<file path="src/dlss_pkg.sv">
package dlss_pkg;

	localparam int unsigned COL_W = 4;
	localparam int unsigned END_W = 5;
	localparam int unsigned NUM_COLS = 16;
	localparam int unsigned NUM_ROWS = 4;
	localparam int unsigned NARROW_COLUMNS = 8;

	localparam logic REQ_STEP = 1'b0;
	localparam logic REQ_KEY = 1'b1;

	localparam logic [2:0] ROW_START_ONE = 3'd0;
	localparam logic [2:0] ROW_END_ONE = 3'd1;
	localparam logic [2:0] ROW_START_TWO = 3'd2;
	localparam logic [2:0] ROW_END_TWO = 3'd3;

	typedef struct packed {
		logic [COL_W-1:0] start;
		logic [END_W-1:0] end_col;
		logic [END_W-1:0] length;
		logic [COL_W-1:0] head;
	} loop_t;

	typedef struct packed {
		logic [END_W-1:0] end_from_start;
		logic [END_W-1:0] length_from_end;
	} edit_t;

	typedef enum logic [1:0] {
		ST_IDLE,
		ST_MOVE,
		ST_FINISH
	} state_t;

endpackage

</file>
<file path="src/dlss_step.sv">
module dlss_step (
	input  dlss_pkg::loop_t              loop_in,
	input  logic [dlss_pkg::END_W-1:0]   grid,
	input  logic                         backward,
	output logic [dlss_pkg::COL_W-1:0]   head_next
);
	import dlss_pkg::*;

	logic [END_W-1:0] head_ext;
	logic [END_W-1:0] head_inc;
	logic [END_W-1:0] grid_last;

	assign head_ext = {1'b0, loop_in.head};
	assign head_inc = head_ext + END_W'(1);
	assign grid_last = grid - END_W'(1);

	always_comb begin
		if (!backward) begin
			if (head_ext == loop_in.end_col) begin
				head_next = loop_in.start;
			end else if (head_inc >= grid) begin
				head_next = '0;
			end else begin
				head_next = head_inc[COL_W-1:0];
			end
		end else begin
			if (loop_in.head == loop_in.start) begin
				if (loop_in.end_col >= grid) begin
					head_next = grid_last[COL_W-1:0];
				end else begin
					head_next = loop_in.end_col[COL_W-1:0];
				end
			end else if (loop_in.head == '0) begin
				head_next = grid_last[COL_W-1:0];
			end else begin
				head_next = loop_in.head - COL_W'(1);
			end
		end
	end

endmodule

</file>
<file path="src/dlss_edit.sv">
module dlss_edit (
	input  dlss_pkg::loop_t              loop_in,
	input  logic [dlss_pkg::COL_W-1:0]   column,
	input  logic [dlss_pkg::END_W-1:0]   grid,
	output dlss_pkg::edit_t              edit
);
	import dlss_pkg::*;

	logic [END_W:0]        end_sum;
	logic [END_W:0]        end_wrap;
	logic signed [END_W+1:0] diff;
	logic signed [END_W+1:0] diff_a;
	logic signed [END_W+1:0] diff_b;
	logic signed [END_W+1:0] grid_s;

	assign end_sum = {2'b00, column} + {1'b0, loop_in.length};
	assign end_wrap = (end_sum >= {1'b0, grid}) ? end_sum - {1'b0, grid} : end_sum;

	assign grid_s = $signed({2'b00, grid});
	assign diff = $signed({3'b000, column}) - $signed({3'b000, loop_in.start});
	assign diff_a = (diff < 0) ? diff + grid_s : diff;
	assign diff_b = (diff_a < 0) ? diff_a + grid_s : diff_a;

	assign edit.end_from_start = end_wrap[END_W-1:0];
	assign edit.length_from_end = diff_b[END_W-1:0];

endmodule

</file>
<file path="src/dual_loop_step_sequencer.sv">
// timing: a key event is applied in the cycle it is taken; a step event of count n passes
// through the move state (skipped if n is 0), then waits in the finish state while stalled
// each playhead has its own step unit and moves one column per cycle in the move state
// input is stalled from a step event until its result is loaded into the output register
// reset: asynchronous, pattern cleared, loops span the full grid, wide grid selected
module dual_loop_step_sequencer #(
	parameter int unsigned MAX_COLUMNS = 16
) (
	input  logic                          clk,
	input  logic                          arst_n,
	input  logic                          cfg_valid,
	output logic                          cfg_ready,
	input  logic                          wide_grid,
	input  logic                          in_valid,
	output logic                          in_stall,
	input  logic                          req_type,
	input  logic signed [7:0]             step_count,
	input  logic [dlss_pkg::COL_W-1:0]    key_column,
	input  logic [2:0]                    key_row,
	input  logic                          key_down,
	output logic                          out_valid,
	input  logic                          out_stall,
	output logic [3:0]                    pattern_one,
	output logic [dlss_pkg::COL_W-1:0]    position_one,
	output logic [3:0]                    pattern_two,
	output logic [dlss_pkg::COL_W-1:0]    position_two
);
	import dlss_pkg::*;

	state_t             state_q;
	state_t             state_d;
	logic               wide_q;
	logic [END_W-1:0]   grid;
	logic [NUM_COLS-1:0] pattern_row_q [NUM_ROWS];
	loop_t              loop_one_q;
	loop_t              loop_two_q;
	logic               hold_one_q;
	logic               hold_two_q;
	logic               move_one_q;
	logic               move_two_q;
	logic               backward_q;
	logic [7:0]         count_q;
	logic [7:0]         step_mag;
	logic               in_acc;
	logic               out_free;
	logic               out_valid_q;
	logic [3:0]         pattern_one_q;
	logic [3:0]         pattern_two_q;
	logic [COL_W-1:0]   position_one_q;
	logic [COL_W-1:0]   position_two_q;
	logic [COL_W-1:0]   next_one;
	logic [COL_W-1:0]   next_two;
	logic [3:0]         col_one;
	logic [3:0]         col_two;
	loop_t              edit_loop;
	edit_t              edit;

	assign cfg_ready = 1'b1;
	assign grid = wide_q ? END_W'(MAX_COLUMNS) : END_W'(NARROW_COLUMNS);
	assign in_stall = (state_q != ST_IDLE);
	assign in_acc = in_valid & ~in_stall;
	assign out_free = ~out_valid_q | ~out_stall;
	assign step_mag = step_count[7] ? (~$unsigned(step_count) + 8'd1) : $unsigned(step_count);

	assign out_valid = out_valid_q;
	assign pattern_one = pattern_one_q;
	assign pattern_two = pattern_two_q;
	assign position_one = position_one_q;
	assign position_two = position_two_q;

	assign edit_loop = key_row[1] ? loop_two_q : loop_one_q;

	dlss_edit u_edit (
		.loop_in (edit_loop),
		.column  (key_column),
		.grid    (grid),
		.edit    (edit)
	);

	dlss_step u_step_one (
		.loop_in   (loop_one_q),
		.grid      (grid),
		.backward  (backward_q),
		.head_next (next_one)
	);

	dlss_step u_step_two (
		.loop_in   (loop_two_q),
		.grid      (grid),
		.backward  (backward_q),
		.head_next (next_two)
	);

	always_comb begin
		for (int r = 0; r < NUM_ROWS; r++) begin
			col_one[r] = pattern_row_q[r][loop_one_q.head];
			col_two[r] = pattern_row_q[r][loop_two_q.head];
		end
	end

	always_comb begin
		state_d = state_q;
		case (state_q)
			ST_IDLE: begin
				if (in_acc && (req_type == REQ_STEP)) begin
					state_d = (step_mag == 8'd0) ? ST_FINISH : ST_MOVE;
				end
			end
			ST_MOVE: begin
				if (count_q == 8'd1) begin
					state_d = ST_FINISH;
				end
			end
			ST_FINISH: begin
				if (out_free) begin
					state_d = ST_IDLE;
				end
			end
			default: state_d = ST_IDLE;
		endcase
	end

	always_ff @(posedge clk or negedge arst_n) begin
		if (!arst_n) begin
			state_q <= ST_IDLE;
		end else begin
			state_q <= state_d;
		end
	end

	always_ff @(posedge clk or negedge arst_n) begin
		if (!arst_n) begin
			wide_q <= 1'b1;
		end else if (cfg_valid && cfg_ready) begin
			wide_q <= wide_grid;
		end
	end

	always_ff @(posedge clk or negedge arst_n) begin
		if (!arst_n) begin
			for (int r = 0; r < NUM_ROWS; r++) begin
				pattern_row_q[r] <= '0;
			end
			loop_one_q <= '{start: '0, end_col: END_W'(MAX_COLUMNS),
				length: END_W'(MAX_COLUMNS), head: '0};
			loop_two_q <= '{start: '0, end_col: END_W'(MAX_COLUMNS),
				length: END_W'(MAX_COLUMNS), head: '0};
			hold_one_q <= 1'b0;
			hold_two_q <= 1'b0;
			move_one_q <= 1'b0;
			move_two_q <= 1'b0;
			backward_q <= 1'b0;
			count_q <= '0;
		end else if (in_acc && (req_type == REQ_KEY)) begin
			if (key_down) begin
				case (key_row)
					ROW_START_ONE: begin
						loop_one_q.start <= key_column;
						loop_one_q.head <= key_column;
						loop_one_q.end_col <= edit.end_from_start;
						hold_one_q <= 1'b1;
					end
					ROW_END_ONE: begin
						loop_one_q.end_col <= {1'b0, key_column};
						loop_one_q.length <= edit.length_from_end;
					end
					ROW_START_TWO: begin
						loop_two_q.start <= key_column;
						loop_two_q.head <= key_column;
						loop_two_q.end_col <= edit.end_from_start;
						hold_two_q <= 1'b1;
					end
					ROW_END_TWO: begin
						loop_two_q.end_col <= {1'b0, key_column};
						loop_two_q.length <= edit.length_from_end;
					end
					default: begin
						pattern_row_q[key_row[1:0]][key_column] <=
							~pattern_row_q[key_row[1:0]][key_column];
					end
				endcase
			end
		end else if (in_acc) begin
			move_one_q <= ~hold_one_q;
			move_two_q <= ~hold_two_q;
			hold_one_q <= 1'b0;
			hold_two_q <= 1'b0;
			backward_q <= step_count[7];
			count_q <= step_mag;
		end else if (state_q == ST_MOVE) begin
			if (move_one_q) begin
				loop_one_q.head <= next_one;
			end
			if (move_two_q) begin
				loop_two_q.head <= next_two;
			end
			count_q <= count_q - 8'd1;
		end
	end

	always_ff @(posedge clk or negedge arst_n) begin
		if (!arst_n) begin
			out_valid_q <= 1'b0;
		end else if ((state_q == ST_FINISH) && out_free) begin
			out_valid_q <= 1'b1;
		end else if (!out_stall) begin
			out_valid_q <= 1'b0;
		end
	end

	// output payload, captured when the step finishes
	always_ff @(posedge clk) begin
		if ((state_q == ST_FINISH) && out_free) begin
			pattern_one_q <= col_one;
			pattern_two_q <= col_two;
			position_one_q <= loop_one_q.head;
			position_two_q <= loop_two_q.head;
		end
	end

endmodule

</file>
<file path="config.mk">
export PLATFORM = sky130hd
export DESIGN_NAME = dual_loop_step_sequencer
export DESIGN_NICKNAME = d
export VERILOG_FILES = /design/src/dlss_pkg.sv /design/src/dlss_step.sv /design/src/dlss_edit.sv /design/src/dual_loop_step_sequencer.sv
export SDC_FILE = /design/constraint.sdc
export NUM_CORES = 1
export LEC_CHECK = 0
export ABC_AREA = 0
export BUFFER_PORTS_ARGS = -buffer_cell sky130_fd_sc_hd__buf_2
export CAP_MARGIN = 25
export CORE_MARGIN = 2
export CORE_UTILIZATION = 55
export CTS_BUF_LIST = sky130_fd_sc_hd__clkbuf_8
export CTS_CLUSTER_SIZE = 8
export DETAILED_ROUTE_END_ITERATION = 7
export PLACE_DENSITY = 0.81
export SLEW_MARGIN = 5
export SYNTH_ARGS = -nofsm -noshare
export SYNTH_HDL_FRONTEND = slang
export SYNTH_SLANG_ARGS = --single-unit
export TNS_END_PERCENT = 5
</file>
<file path="constraint.sdc">
create_clock -name clk -period 4.6 [get_ports clk]
set_input_delay 0.92 -clock clk [delete_from_list [all_inputs] [get_ports clk]]
set_output_delay 0.92 -clock clk [all_outputs]
set_load 0.02 [all_outputs]
</file>
* After elaboration in Yosys (flattened, before gate mapping) *
Index checks and enable logic that the tools add are counted.
Widths: inputs -> output; s select.

word-level totals
  flip-flop bits (word level) = 133
  output and inout bits = 19
  word-level logic and storage cells = 188

cells by class
  add/sub/neg operators = 12
  magnitude comparators = 13
  equal/unequal tests = 18
  mux-type cells = 74
  bitwise logic cells = 13
  reductions and logical operators = 33

operators by type and width
  kind                 number
  $mux 4               24
  $bwmux 64            1
  $mux 16              3
  $bmux 1 s4           9
  $bmux 16 s2          1
  $demux 16 s2         1
  $reduce_and 3->1     10
  $mux 8               3
  $ge 5x5->1           4
  $pmux 5 s2           2
  $mux 1               19
  $mux 18              1
  $reduce_bool 2->1    8
  $lt 4x5->1 const B   3
  $mux 5               3
  $sub 4x1->4 const B  3
  $add 4x1->5 const B  2
  $eq 4x5->1           2
  $reduce_and 5->1     2
  $not 1->1            9
  $add 8x1->8 const B  1
  $eq 4x4->1           2
  $eq 8x1->1 const B   1
  $logic_not 4->1      2
  32 further kinds     47

* Depth between registers and ports, before layout *
Gate-level depths: netlist of run 1.

  depth in word-level cells = 9
  depth in mapped cells = 16
  gate-level depth less buffers = 13

* Cells and area by module *
From an unflattened synthesis of run 1, not the netlist that was laid out.

second synthesis, totals
  cell total of the unflattened synthesis = 946
  area total of the unflattened synthesis = 10,234.8 µm²

modules (own cells, without submodules)
  module                    instances  cells each  area each (µm²)  seq. area each (µm²)
  dual_loop_step_sequencer  1          640         7,842.5          3,414.5
  dlss_step                 2          95          715.7            0.0
  dlss_edit                 1          116         960.9            0.0

* Least setup slack after synthesis of run 1 *
No wires, ideal clock.

  path kind = input-to-reg
  start = input port key_row[1]
  end = register loop_two_q[12] in the netlist's numbering
  setup time = 0.087 ns
  data arrival time = 4.326 ns
  data required time = 4.513 ns
  slack = 0.187 ns
  stages on the path = 16
  path buffers = 3
  cells stage by stage = buf_4 > buf_6 > clkbuf_1 > mux2_2 > ha_1 > fa_1 > a21o_1 > a21oi_1 > xnor2_1 > ha_1 > nor4bb_1 > a221o_1 > a21oi_1 > mux2i_1 > nand3_1 > a22oi_1

between the ends
  longest elaborated chain between the ends = 5
  elaborated cells on any way between the ends = 10
  classes of those cells = add/sub: 2; order compare: 1; eq/ne: 2; mux: 3; reduce/logical: 2

RTL lines
  what                                              RTL line                         RTL
  start: declaration                                dual_loop_step_sequencer.sv:19   input logic [2:0] key_row,
  $mux 18                                           dual_loop_step_sequencer.sv:71   assign edit_loop = key_row[1] ? loop_two_q : loop_one_q;
  $add 4x5->6                                       dlss_edit.sv:16                  assign end_sum = {2'b00, column} + {1'b0, loop_in.length};
  $sub 5x5->5 / $ge 6x5->1 (equally long branches)  dlss_edit.sv:17                  assign end_wrap = (end_sum >= {1'b0, grid}) ? end_sum - {1'b0, grid} : end_sum;
  $mux 5                                            dlss_edit.sv:17
  $pmux 5 s2                                        dual_loop_step_sequencer.sv:156  case (key_row)
  end signal: assignment                            dual_loop_step_sequencer.sv:146  loop_two_q <= '{start: '0, end_col: END_W'(MAX_COLUMNS),
  end: declaration                                  dual_loop_step_sequencer.sv:36   loop_t loop_two_q;

Several ways; a longest one is shown, not always the timed one.
A chain may end at the register's enable or synchronous reset.

* Final worst setup path of run 1 *
  start = input port key_row[1]
  end = register loop_two_q[8] in the netlist's numbering

between the ends
  longest elaborated chain between the ends = 6
  elaborated cells on any way between the ends = 10
  classes of those cells = add/sub: 3; order compare: 2; eq/ne: 1; mux: 3; reduce/logical: 1

RTL lines
  what                                              RTL line                        RTL
  $mux 18                                           dual_loop_step_sequencer.sv:71
  $sub 4x4->5                                       dlss_edit.sv:20                 assign diff = $signed({3'b000, column}) - $signed({3'b000, loop_in.start});
  $add 5x6->7 / $lt 5x1->1 (equally long branches)  dlss_edit.sv:21                 assign diff_a = (diff < 0) ? diff + grid_s : diff;
  $mux 7                                            dlss_edit.sv:21
  $lt 7x1->1 / $add 5x5->5 (equally long branches)  dlss_edit.sv:22                 assign diff_b = (diff_a < 0) ? diff_a + grid_s : diff_a;
  $mux 5                                            dlss_edit.sv:22

Several ways; a longest one is shown, not always the timed one.

==> results of run 1 <==
[layer usage]
metal	vias to the layer above	GRT usage	share of wire
met5	-	0	0.00057
met4	2	0.105	0.024
met3	63	0.0650	0.099
met2	452	0.411	0.45
met1	3627	0.376	0.43
li1	3336	-	-
[flip-flops by register name, summed over array words and instances, names as in the netlist]
name           flops
position_two       4
position_one       4
state_q            2
count_q            8
backward_q         1
pattern_two        4
move_two_q         1
wide_q             1
loop_two_q        18
move_one_q         1
hold_one_q         1
out_valid          1
hold_two_q         1
loop_one_q        18
pattern_row_q     64
pattern_one        4
[kinds of logic (layout without fill, tap and decap cells)]
| family | Yosys count | after routing | synth area share |
|---|---|---|---|
| AOI/OAI and AO/OA | 274 | 274 | 0.207 |
| xor gates and xnor gates | 31 | 31 | 0.0302 |
| adders and majority gates | 32 | 32 | 0.0463 |
| buffers and inverters | 95 | 115 | 0.0481 |
| DFF | 133 | 133 | 0.380 |
| muxes | 103 | 103 | 0.179 |
| other | 1 | 2 | 0.000418 |
| and+or+nand+nor | 192 | 192 | 0.108 |
[worst max-delay path by stage]
stage                                       endpoint  slack (ps)       start
after floorplan           loop_two_q[12]$_DFFE_PN0P_         190  key_row[1]
after CTS                  loop_one_q[8]$_DFFE_PN1P_         980  key_row[1]
final                      loop_two_q[8]$_DFFE_PN1P_         940  key_row[1]
after detailed placement   loop_one_q[8]$_DFFE_PN1P_         490  key_row[1]
after global placement     loop_two_q[7]$_DFFE_PN0P_         590  key_row[1]
after global routing      loop_two_q[12]$_DFFE_PN0P_         780  key_row[1]
[Yosys cell counts, types with 24 or more instances]
library cell | instances | area share
mux4_2 | 44 | 0.11
ha_1 | 30 | 0.042
a21oi_1 | 31 | 0.017
nor2_1 | 42 | 0.018
xnor2_1 | 24 | 0.023
nand3_1 | 25 | 0.014
dfrtp_1 | 112 | 0.31
clkbuf_1 | 35 | 0.015
o41ai_1 | 61 | 0.059
nand2_1 | 62 | 0.026
mux2i_1 | 38 | 0.042
o21ai_0 | 102 | 0.057
inv_1 | 25 | 0.010
[final cells by class]
| class | count | area [sq um] | share of cell area |
|---|---|---|---|
| multi-input cells | 633 | 5140 | 0.530 |
| flip-flops and latches | 133 | 3410 | 0.352 |
| repair buffers | 56 | 334 | 0.0344 |
| well taps | 216 | 270 | 0.0278 |
| clock buffers | 19 | 262 | 0.0269 |
| clock inverters | 13 | 179 | 0.0184 |
| inverters | 27 | 101 | 0.0104 |
| diodes | 1 | 2.50 | 0.000258 |
[per-stage QoR]
stage	std cells	util	total power [W]	worst slack [ps]	cell area, sq um
floorplan	861	-	0.00305	187	8980
global placement	1063	0.580	0.00340	588	9240
detailed placement	1064	0.580	0.00347	495	9250
CTS	1096	0.608	0.00458	984	9690
global route	1097	0.609	0.00486	781	9710
finish	1098	0.609	0.00459	939	9710
[power breakdown]
group / switching (W) / internal [W] / total (W)
clock network: 0.000485 / 0.000617 / 0.00110
logic: 0.000951 / 0.000827 / 0.00178
registers: 0.000329 / 0.00138 / 0.00171
[worst register-to-register path, cell delays in order (launching register included)]
cell      delay [ps]
dfrtp_1          390
mux2_2           260
ha_1             220
fa_1             410
a21o_1           190
a21oi_1          170
xnor2_1          150
ha_1             290
nor4bb_1         150
a221o_1          360
a21oi_1          180
mux2i_1          240
nand3_1          100
a22oi_1          140
==> flow_metrics.tcl, run 1 <==
set metrics [dict create \
    status "finished, final reports clean" \
    reg2reg_slack_ps 1260 \
    clk-insertion-delay-late_ps 460 \
    yosysWarnings 0 \
    grt_max_degree 65 \
    layout_commonest_cell "dfrtp_1" \
    critPathLaunchType "primary input" \
    drc 0 \
    path_clk_slew_ps 90 \
    dieArea_sq_mm 0.0174 \
    path_max_fanout 23 \
    syn_area_sq_mm 0.00898 \
    htree_levels 4 \
    avgSynthCellArea_sq_um 10.4 \
    num_rows 46 \
    worstSetupPathType "in -> reg" \
    grt_pass1_wl_microns 37200 \
    cts_tree "done" \
    min_path_type "reg -> reg" \
    dr.pass1.iters 6 \
    cp_num_buf_inv 3 \
    grt_setup_unrepaired "false" \
    crit_slowest_cell "fa_1" \
    die-height_microns 132 \
    final_cell_mix "dfrtp_1, o21ai_0, nand2_1, o41ai_1, mux4_2" \
    setup_tns_ps 0 \
    fillers 1270 \
    dpl.hpwl_microns 15500 \
    start_util 0.563 \
    ant_nets 0 \
    antenna_found_initial 2 \
    rr_startpoint "loop_one_q[4]$_DFFE_PN0P_" \
    p_leak_nw 4.04 \
    p_per_area_mw_per_mm2 473 \
    synth_nets 916 \
    syn-instance-count 861 \
    nets 923 \
    viasPerCell 6.81 \
    rr_worst_depth 13 \
    syn_to_final_growth_pct 8.11 \
    gr-usage-all-layers 0.270 \
    post_drt_wl_per_cell_microns 20.9 \
    endpoint_kind "flop" \
    yosysUniqueCellTypes 68 \
    fin_skew_ps 13.3 \
    finalWirelength_microns 22900 \
    worst_pin_slew_ps 878 \
    maxCapViolCount 0 \
    port_buffers 40 \
    async_flop_share 0.880 \
    rr_endpoint "loop_two_q[12]$_DFFE_PN0P_" \
    gp_congestion 0.954 \
    final.period_utilization 0.796 \
    cp.depth 15 \
    hold_depth 1 \
    ctsHoldBuffers 0 \
    min_from "hold_one_q$_DFFE_PN0P_" \
    max_stage_delay_ps 410 \
    die_x_microns 132 \
    synth-edff-count 16 \
    cts_setup_buffers 0 \
    worstPathRequired_ps 4980 \
    slew_viol_final 0 \
    relSlewSlack 0.415 \
    clock_path_buffers 2 \
    layout_min_cycle_time_ps 3660 \
    cts_num_sinks 133 \
    whs_ps 458 \
    cts_root_buf "clkbuf_8" \
    vias 7480 \
    crit_chain "buf_2 -> buf_4 -> mux2_2 -> ha_1 -> fa_1 -> nor2b_1 -> o21ai_0 -> nand2b_1 -> inv_1 -> ha_1 -> a21oi_1 -> mux2i_1 -> xnor2_1 -> nor2_1 -> mux2_2" \
    cts-buffers-inserted 17 \
    ys.flop_type "dfrtp_1" \
    worst_ep_arrival_time_ps 4040 \
    path_delay_family "multiplexers" \
    ctsResizeCount 0 \
    min_delay_worst_endpoint "move_one_q$_DFFE_PN0P_" \
    fp.coreArea_sq_mm 0.0159 \
    ys_seq_elements 133 \
    first_global_vias 7028 \
    setup_viol 0 \
    pin_count 42 \
    fmax_mhz 273 \
    drive_gt1_frac 0.199 \
    hold_viol 0 \
    ys_seq_area_frac 0.380 \
    grt_remaining_overflow 0 \
    ir_worst_vdd_mv 0.322 \
    drtIter0Drc 984 \
]
(Power assumes the default switching activity.)
==> run 2, diff against run 1 <==
--- a/config.mk
+++ b/config.mk
@@ -5,7 +5,7 @@
 export SDC_FILE = /design/constraint.sdc
 export NUM_CORES = 1
 export LEC_CHECK = 0
-export ABC_AREA = 0
+export ABC_AREA = 1
 export BUFFER_PORTS_ARGS = -buffer_cell sky130_fd_sc_hd__buf_2
 export CAP_MARGIN = 25
 export CORE_MARGIN = 2
@@ -13,7 +13,7 @@
 export CTS_BUF_LIST = sky130_fd_sc_hd__clkbuf_8
 export CTS_CLUSTER_SIZE = 8
 export DETAILED_ROUTE_END_ITERATION = 7
-export PLACE_DENSITY = 0.81
+export PLACE_DENSITY = 0.83
 export SLEW_MARGIN = 5
 export SYNTH_ARGS = -nofsm -noshare
 export SYNTH_HDL_FRONTEND = slang
==> constraint.sdc (replaced) <==
create_clock -name clk -period 3.25 [get_ports clk]
set_input_delay 0.65 -clock clk [delete_from_list [all_inputs] [get_ports clk]]
set_output_delay 0.65 -clock clk [all_outputs]
set_load 0.02 [all_outputs]
==> run 2 against run 1 <==
Net effect: global-route usage up 5.2 points; via count is 35% higher; core utilization is 0.23 points higher; clock power up 27%; setup slack lost 420 ps; die area increased by 8.2%; worst hold slack lost 440 ps; sequential power rose by 46%; power grew 79%; combinational power grew 140%; first-iteration DRC count grew 22%; critical endpoint is now loop_two_q[7]$_DFFE_PN0P_.
==> flow_metrics.tcl, run 2 <==
set metrics [dict create \
    status "finished, final reports clean" \
    endpoint_kind "flop" \
    critPathLaunchType "primary input" \
    gr-usage-all-layers 0.322 \
    crit_chain "buf_2 -> buf_4 -> nand2_1 -> o21ai_0 -> ha_1 -> fa_1 -> inv_1 -> nand3_1 -> nand2_1 -> inv_1 -> ha_1 -> a21oi_1 -> inv_1 -> nor2_1 -> mux2i_1 -> o21ai_0" \
    synth_area_leaders "dfrtp_1, nand2_1, o21ai_0" \
    pin_count 42 \
    layout_min_cycle_time_ps 2730 \
    syn-instance-count 1511 \
    worst_ep_arrival_time_ps 3080 \
    hold_viol 0 \
    worstPathRequired_ps 3600 \
    syn_area_sq_mm 0.00974 \
    grt_max_degree 50 \
    synth_compound_area_frac 0.135 \
    dr.pass1.iters 6 \
    setup_ws_ps 517 \
    drc 0 \
    port_buffers 40 \
    nets 1591 \
    synth_largest_area_cell "dfrtp_1" \
    post_drt_wl_per_cell_microns 16.2 \
    cp_num_buf_inv 5 \
    vias 10097 \
    max_stage_delay_ps 410 \
    path_max_fanout 15 \
    first_global_vias 9322 \
    clk-insertion-delay-late_ps 480 \
    dpl.hpwl_microns 20500 \
    start_util 0.563 \
    p_leak_nw 5.31 \
    grt_pass1_wl_microns 46900 \
    gp_congestion 0.985 \
    die-height_microns 137 \
    clock_path_buffers 2 \
    path_clk_slew_ps 80 \
    grt_setup_unrepaired "false" \
    dp_slack_ps 75.1 \
    async_flop_share 0.880 \
    synth_top_family_by_area "simple AND/OR/NAND/NOR gates" \
    synthAdderAreaFrac 0.0427 \
    viasPerCell 5.69 \
    cts_tree "done" \
    yosysUniqueCellTypes 35 \
    relSlewSlack 0.493 \
    drive_gt1_frac 0.101 \
    worstSetupPathType "in -> reg" \
    ir_worst_vdd_mv 0.679 \
    setup_viol 0 \
    yosysWarnings 0 \
    biggestRegsByFlops "pattern_row_q: 64 flops, loop_one_q: 18 flops, loop_two_q: 18 flops" \
    syn_to_final_growth_pct 8.54 \
    cts_root_buf "clkbuf_8" \
    finalWirelength_microns 28800 \
    num_rows 48 \
    cts_num_sinks 133 \
    cts_setup_buffers 0 \
    final.period_utilization 0.841 \
    htree_levels 4 \
    synth-edff-count 16 \
    ctsResizeCount 0 \
    path_delay_family "adder cells" \
    ant_nets 0 \
    fin_skew_ps 12.9 \
    worst_pin_slew_ps 753 \
    synth_top_area_share 0.288 \
    drtIter0Drc 1205 \
    maxCapViolCount 0 \
    fmax_mhz 366 \
    power_w 0.00822 \
    synth_mux_area_frac 0.00103 \
    synth_nets 1566 \
    largest_reg_flops 64 \
    yosysMostFrequentCell "nand2_1" \
    synth_xor_area_frac 0.0198 \
    ys_seq_elements 133 \
    final_cell_mix "nand2_1, inv_1, o21ai_0, nor2_1, dfrtp_1" \
    dieArea_sq_mm 0.0188 \
    fp.coreArea_sq_mm 0.0173 \
    regMostFlops "pattern_row_q" \
    cts-buffers-inserted 17 \
    avgSynthCellArea_sq_um 6.45 \
    ctsHoldBuffers 0 \
    grt_remaining_overflow 0 \
    slew_viol_final 0 \
    antenna_found_initial 1 \
    p_per_area_mw_per_mm2 777 \
    yosys.area_share.simple 0.350 \
    crit_top_cell "inv_1" \
    ys_top_cells_by_count "nand2_1, inv_1, o21ai_0" \
    ys.flop_type "dfrtp_1" \
    min_path_type "in -> async" \
    die_x_microns 137 \
    ys_seq_area_frac 0.351 \
    crit_slowest_cell "fa_1" \
    layout_commonest_cell "nand2_1" \
]
[run 2: cell types whose count changed in the layout (fill, tap and decap cells not counted), sizes merged, moves of 47 or more]
cell / delta
nand2: +414
inv: +158
nor2: +92
o41ai: -66
a21oi: +65
nor3: +58
nand3: +47
[run 2: metal layers]
metal,GRT usage,vias to the layer above,part of all wire
met5,0,-,0
met4,0.129,0,0.031
met3,0.0774,98,0.097
met2,0.503,536,0.45
met1,0.431,4610,0.42
li1,-,4853,-
[run 2: stage by stage]
step / cell area, sq um / std cells / util / hold slack (ps) / setup TNS (ps)
floorplan: 9740 / 1511 / - / 354 / -11.1
detailed placement: 10200 / 1742 / 0.589 / 463 / 0
global route: 10600 / 1775 / 0.611 / 16.3 / 0
finish: 10600 / 1775 / 0.611 / 16.0 / 0
CTS: 10600 / 1774 / 0.611 / 14.4 / 0
global placement: 10200 / 1742 / 0.589 / 453 / 0
[run 2: cells by family after synthesis]
family | after synthesis
adder cells (fa/ha/maj) | 32
XOR/XNOR | 22
AND/OR/NAND/NOR | 814
other | 1
AO/OA/AOI/OAI | 257
multiplexers | 1
flip-flops | 133
buffers and inverters | 251
[run 2: final timing paths]
check,start,to,slack [ps],depth (start not counted)
worst max-delay path,key_row[1],loop_two_q[7]$_DFFE_PN0P_,520,16
worst min-delay path,arst_n,loop_one_q[14]$_DFFE_PN0P_,20,1
worst max register to register,loop_two_q[4]$_DFFE_PN0P_,loop_two_q[12]$_DFFE_PN0P_,540,17
worst min register to register,hold_one_q$_DFFE_PN0P_,move_one_q$_DFFE_PN0P_,480,1
max in group asynchronous,arst_n,wide_q$_DFFE_PN1P_,2550,2
min in group clk,cfg_valid,wide_q$_DFFE_PN1P_,360,2
[run 2: power breakdown]
part / internal (W) / switching [W] / total [W]
logic: 0.00145 / 0.00287 / 0.00431
registers: 0.00212 / 0.000383 / 0.00250
clock network: 0.000690 / 0.000711 / 0.00140
total: 0.00426 / 0.00396 / 0.00822
[run 2: layout make-up]
cell class / count / area, sq um
Sequential cell: 133 / 3410
Clock buffer: 18 / 248
Inverter: 188 / 706
Antenna cell: 1 / 2.50
Timing Repair Buffer: 69 / 445
Multi-Input combinational cell: 1127 / 5340
Fill cell: 1607 / 6730
Tap cell: 225 / 282
Clock inverter: 14 / 135
